**config.mk**
```make
export PLATFORM = sky130hd
export DESIGN_NAME = color_dedup_find_or_insert
export DESIGN_NICKNAME = d
export VERILOG_FILES = /design/src/sv/cdfi_pkg.sv /design/src/sv/cdfi_cell.sv /design/src/sv/color_dedup_find_or_insert.sv
export SDC_FILE = /design/constraint.sdc
export NUM_CORES = 2
export LEC_CHECK = 0
export BUFFER_PORTS_ARGS = -buffer_cell sky130_fd_sc_hd__buf_2
export CORE_MARGIN = 3
export CORE_UTILIZATION = 55
export CTS_CLUSTER_DIAMETER = 200
export DETAILED_ROUTE_END_ITERATION = 6
export HOLD_SLACK_MARGIN = 0.08
export PLACE_DENSITY = 0.8
export RECOVER_POWER = 50
export SLEW_MARGIN = 20
export SYNTH_ARGS = -nofsm -noshare
export SYNTH_HDL_FRONTEND = slang
export SYNTH_HIERARCHICAL = 1
export SYNTH_SLANG_ARGS = --single-unit
export TNS_END_PERCENT = 5
```
**constraint.sdc**
```tcl
create_clock -name clk -period 7.3 [get_ports clk]
set_input_delay 0.73 -clock clk [delete_from_list [all_inputs] [get_ports clk]]
set_output_delay 0.73 -clock clk [all_outputs]
set_load 0.01 [all_outputs]
```
**src/sv/cdfi_pkg.sv**
```systemverilog
`default_nettype none

package cdfi_pkg;

    // Table size, neutral white at index 0 included.
    localparam int TABLE_ENTRIES = 64;
    localparam int CELLS         = TABLE_ENTRIES - 1;
    localparam int IDX_W         = $clog2(TABLE_ENTRIES);
    localparam int CNT_W         = $clog2(TABLE_ENTRIES + 1);
    localparam int RGB_W         = 24;
    localparam int BANK_W        = 6;

    localparam logic [RGB_W-1:0] NEUTRAL_RGB = 24'hFFFFFF;

    typedef enum logic
    {
        REQ_FIND  = 1'b0,
        REQ_CLEAR = 1'b1
    } req_t;

    // Search token handed from cell to cell.
    typedef struct packed
    {
        logic              active;
        logic [RGB_W-1:0]  color;
        logic [IDX_W-1:0]  idx;      // index of the cell receiving it
        logic [CNT_W-1:0]  count;    // entries in use
        logic              found;
        logic              added;
        logic [IDX_W-1:0]  res_idx;
    } token_t;

endpackage

`default_nettype wire

```
**src/sv/cdfi_cell.sv**
```systemverilog
`default_nettype none

module cdfi_cell
(
    input  wire logic            clk,
    input  wire logic            rst_n,
    input  wire cdfi_pkg::token_t tok_in,
    output cdfi_pkg::token_t     tok_out
);

    logic                        active_reg;
    cdfi_pkg::token_t            tok_reg;
    cdfi_pkg::token_t            tok_next;
    logic [cdfi_pkg::RGB_W-1:0]  color_reg;
    logic                        in_use;
    logic                        hit;
    logic                        ins;

    // entries at or above count hold stale data and are never compared
    assign in_use = cdfi_pkg::CNT_W'(tok_in.idx) < tok_in.count;
    assign hit    = in_use && (color_reg == tok_in.color) && !tok_in.found;
    assign ins    = (cdfi_pkg::CNT_W'(tok_in.idx) == tok_in.count) && !tok_in.found;

    always_comb
    begin
        tok_next       = tok_in;
        tok_next.idx   = cdfi_pkg::IDX_W'(tok_in.idx + 1'b1);
        tok_next.found = tok_in.found | hit | ins;
        tok_next.added = tok_in.added | ins;
        if (hit || ins)
        begin
            tok_next.res_idx = tok_in.idx;
        end
    end

    always_ff @(posedge clk or negedge rst_n)
    begin
        if (!rst_n)
        begin
            active_reg <= 1'b0;
        end
        else
        begin
            active_reg <= tok_in.active;
        end
    end

    always_ff @(posedge clk)
    begin
        if (tok_in.active)
        begin
            tok_reg <= tok_next;
            if (ins)
            begin
                color_reg <= tok_in.color;
            end
        end
    end

    always_comb
    begin
        tok_out        = tok_reg;
        tok_out.active = active_reg;
    end

endmodule

`default_nettype wire

```
**src/sv/color_dedup_find_or_insert.sv**
```systemverilog
// Answer: a clear request or white is answered in the cycle after it is taken; any
//   other colour once the search token has walked the row of TABLE_ENTRIES-1 cells.
// Flow: one request at a time; a new request is taken once the previous
//   result is taken, so searches never overlap.
// Reset: asynchronous, active low; the table holds only neutral white after reset.
//   Stored colours are not cleared; the entry count guards against stale entries.
`default_nettype none

module color_dedup_find_or_insert
(
    input  wire logic                            clk,
    input  wire logic                            rst_n,
    // request channel
    input  wire logic                            req_valid,
    output logic                                 req_stall,
    input  wire logic                            req_type,
    input  wire logic [cdfi_pkg::RGB_W-1:0]      color_rgb,
    // result channel
    output logic                                 res_valid,
    input  wire logic                            res_stall,
    output logic [cdfi_pkg::BANK_W-1:0]          entry_index,
    output logic                                 was_added,
    output logic                                 table_full
);

    // Search token chain: tok[0] is injected here, tok[CELLS] leaves the last cell.
    cdfi_pkg::token_t tok [cdfi_pkg::CELLS+1];

    logic                          busy_reg;
    logic                          busy_next;
    logic                          res_valid_reg;
    logic                          res_valid_next;
    logic [cdfi_pkg::CNT_W-1:0]    count_reg;
    logic [cdfi_pkg::CNT_W-1:0]    count_next;
    logic [cdfi_pkg::BANK_W-1:0]   bank_reg;
    logic                          added_reg;
    logic                          full_reg;

    logic                          accept;
    logic                          is_clear;
    logic                          is_white;
    logic                          tail_done;
    cdfi_pkg::token_t              head;
    cdfi_pkg::token_t              tail;

    // Hold off requests while a search runs or a result is still stalled.
    assign req_stall = busy_reg || (res_valid_reg && res_stall);
    assign accept    = req_valid && !req_stall;
    assign is_clear  = cdfi_pkg::req_t'(req_type) == cdfi_pkg::REQ_CLEAR;
    assign is_white  = color_rgb == cdfi_pkg::NEUTRAL_RGB;

    // Token enters at index 1; the neutral entry is never stored in a cell.
    always_comb
    begin
        head.active  = accept && !is_clear && !is_white;
        head.color   = color_rgb;
        head.idx     = cdfi_pkg::IDX_W'(1);
        head.count   = count_reg;
        head.found   = 1'b0;
        head.added   = 1'b0;
        head.res_idx = '0;
    end

    assign tok[0] = head;

    for (genvar k = 0; k < cdfi_pkg::CELLS; k++)
    begin : g_cell
        cdfi_cell u_cell
        (
            .clk     (clk),
            .rst_n   (rst_n),
            .tok_in  (tok[k]),
            .tok_out (tok[k+1])
        );
    end

    assign tail      = tok[cdfi_pkg::CELLS];
    assign tail_done = busy_reg && tail.active;

    // Control state.
    always_comb
    begin
        busy_next      = busy_reg;
        res_valid_next = res_valid_reg;
        count_next     = count_reg;
        if (res_valid_reg && !res_stall)
        begin
            res_valid_next = 1'b0;
        end
        if (accept)
        begin
            if (is_clear)
            begin
                count_next     = cdfi_pkg::CNT_W'(1);
                res_valid_next = 1'b1;
            end
            else if (is_white)
            begin
                res_valid_next = 1'b1;
            end
            else
            begin
                busy_next = 1'b1;
            end
        end
        if (tail_done)
        begin
            busy_next      = 1'b0;
            res_valid_next = 1'b1;
            if (tail.added)
            begin
                count_next = cdfi_pkg::CNT_W'(count_reg + 1'b1);
            end
        end
    end

    always_ff @(posedge clk or negedge rst_n)
    begin
        if (!rst_n)
        begin
            busy_reg      <= 1'b0;
            res_valid_reg <= 1'b0;
            count_reg     <= cdfi_pkg::CNT_W'(1);
        end
        else
        begin
            busy_reg      <= busy_next;
            res_valid_reg <= res_valid_next;
            count_reg     <= count_next;
        end
    end

    // Result payload: clear and white answer at once, a search when the token exits.
    always_ff @(posedge clk)
    begin
        if (accept && (is_clear || is_white))
        begin
            bank_reg  <= '0;
            added_reg <= 1'b0;
            full_reg  <= 1'b0;
        end
        else if (tail_done)
        begin
            // no match and no free entry: table full, index 0
            bank_reg  <= tail.found ? cdfi_pkg::BANK_W'(tail.res_idx) : '0;
            added_reg <= tail.added;
            full_reg  <= !tail.found;
        end
    end

    assign res_valid   = res_valid_reg;
    assign entry_index = bank_reg;
    assign was_added   = added_reg;
    assign table_full  = full_reg;

endmodule

`default_nettype wire

```
==> flow_summary_export.csv <==
group,metric,value,unit
sta,setup_ws,3.68,ns
routing,remaining_drc_errors,2,
sta,hold_viol,0,
sta,rsz0062_at_grt,"false",
cts,h-tree-depth,5,
floorplan,core,0.334,mm2
sta,post-route-min-period,3.62,ns
final_layout,nFillCells,22700,
grt,grt_max_degree,48,
setup_path,crit_chain,"clkbuf_1, and2_1",
sta,worst_pin_slew,2.70,ns
floorplan,start_util,0.554,
synthesis,synthesis.area,0.185,mm2
floorplan,rows,212,
setup_path,startpoint_type,"register",
setup_path,slowest_stage,"clkbuf_1",
final_layout,finish.utilization,0.609,
grt,first_global_vias,93900,
routing,drt-total-wl,339000,um
floorplan,io_pins,39,
cts,clockBufferDepth,4,
setup_path,worstPathMaxFanout,47,
grt,antenna_found_initial,2,
placement,port_buffers,38,
setup_path,worst-path-buf-inv,1,
setup_path,critPathKind,"register to register",
sta,slew_headroom,-0.801,
pwr,power_density,240,mW/mm2
min_path,hold_class,"primary input to register",
sta,fmax,276,MHz
sta,setup_viol,0,
synthesis,syn_inst,10800,
pwr,p_leak,65.8,nW
grt,grt_use_total,0.196,
floorplan,die-area,0.343,mm2
floorplan,die_w,586,um
setup_path,critPathMaxStageDelay,1.81,ns
placement,gp_congestion,0.878,
sta,period_share,0.496,
setup_path,cp-end-kind,"register",
cts,cts_inserted_buffers,424,
final_layout,largest_reg_flops,2798,
cts,post_cts.repair.setup_buffers,0,
final_layout,drive_gt1_frac,0.154,
final_layout,instances_no_fill,15900,
sta,final-max-slew-violation-count,1768,
run_status,outcome,"finished with violations",
synthesis,yosysWarningCount,6,
placement,dp_hpwl,234000,um
final_layout,nets,11600,
cts,clk_latency,0.97,ns
cts,cts_tree,"done",
routing,drtIter0Drc,7571,
routing,vias,91500,
setup_path,worstPathArrival,4.20,ns
routing,antenna_left,0,
run_status,violations,"DRC, capacitance limit, slew limit",
sta,fin_tns_setup,0,ns
setup_path,crit_family,"buffers and inverters",
pwr,max-vdd-ir-drop,0.274,mV
job,maxCapViolations,37,
routing,viasPerCell,5.75,
grt,grt-ovfl-total,0,
sta,skew,0.0868,ns
setup_path,worstPathRequired,7.87,ns
final_layout,syn_to_final_growth,10.1,%
synthesis,syn_avg_cell_area,17.1,um2
floorplan,die_h,586,um
routing,post_drt_wl_per_cell,21.3,um
routing,drt_pass1_iterations,7,
cts,root_buffer,"clkbuf_16",
placement,pre_cts_slack,3.65,ns
cts,clkSlewWorstSetupHoldPaths,0.06,ns
placement,placed_cells,15100,
grt,grt_pass1_wl,534000,um
cts,cts_sinks,4390,
-- layer usage --
layer / part of all wire / track usage / vias up / wire length [um]
met2: 0.53 / 0.353 / 2286 / 180000
met1: 0.40 / 0.247 / 46500 / 135000
met4: 0.030 / 0.0626 / 0 / 10200
met5: 0 / 0 / - / 0
met3: 0.041 / 0.0230 / 610 / 14000
li1: - / - / 42100 / -
-- repair_timing --
item	in CTS	in global routing
hold endpoints to repair	90	0
gates resized for setup	0	0
hold buffers	25	0
-- path summary, 6_finish.rpt --
path	depth (start not counted)	slack [ns]	endpoint	start
min in group asynchronous	2	0.50	g_cell[0].u_cell/active_reg	rst_n
max	2	3.68	g_cell[61].u_cell/color_reg[12]	g_cell[60].u_cell/active_reg
min	2	0.16	res_valid	res_stall
min reg2reg	0	0.41	g_cell[28].u_cell/tok_out[10]	g_cell[27].u_cell/tok_out[10]
max reg2reg	2	3.68	g_cell[61].u_cell/color_reg[12]	g_cell[60].u_cell/active_reg
max in group asynchronous	3	5.52	g_cell[49].u_cell/active_reg	rst_n
-- cell type report --
type                       count  area (um2)  area share
antenna                        2        5.00   0.0000246
clock buffer                 558       11400      0.0558
clock inverter               237        2560      0.0126
inverter                     443        1660     0.00816
multi-input combinational   5775       50500       0.248
sequential                  4390      131000       0.645
tap                         4387        5490      0.0270
timing repair buffer         105         632     0.00310
-- cell usage in the layout (no fill, tap or decap), types with 126 or more instances in the layout --
master and n:
a22oi_1 378, nand4_2 126, xor2_1 126, nand2_1 444, ha_1 441, nand3_1 191
inv_1 443, edfxtp_1 4310, nor2b_1 315, xnor2_2 315, clkbuf_1 172, and3_1 133
a21oi_1 134, o211ai_2 378, clkbuf_16 427, nand2b_1 189, nand4_1 577, xnor2_1 1321
-- per-stage QoR --
stage,total power [mW],instance area (um2),hold WS [ns]
6_report,48.9,204000,0.159
5_1_grt,50.3,204000,0.136
4_1_cts,49.4,204000,0.106
3_5_place_dp,27.9,190000,0.437
3_3_place_gp,27.9,190000,0.437
2_1_floorplan,27.8,185000,0.426
-- where the power goes --
group / leakage [nW] / internal (mW) / switching, mW
sequential: 36.5 / 27.3 / 0.0137
clock: 6.72 / 12.3 / 9.26
combinational: 22.6 / 0.0363 / 0.0622
total: 65.8 / 39.6 / 9.34
(Power assumes the default switching activity.)
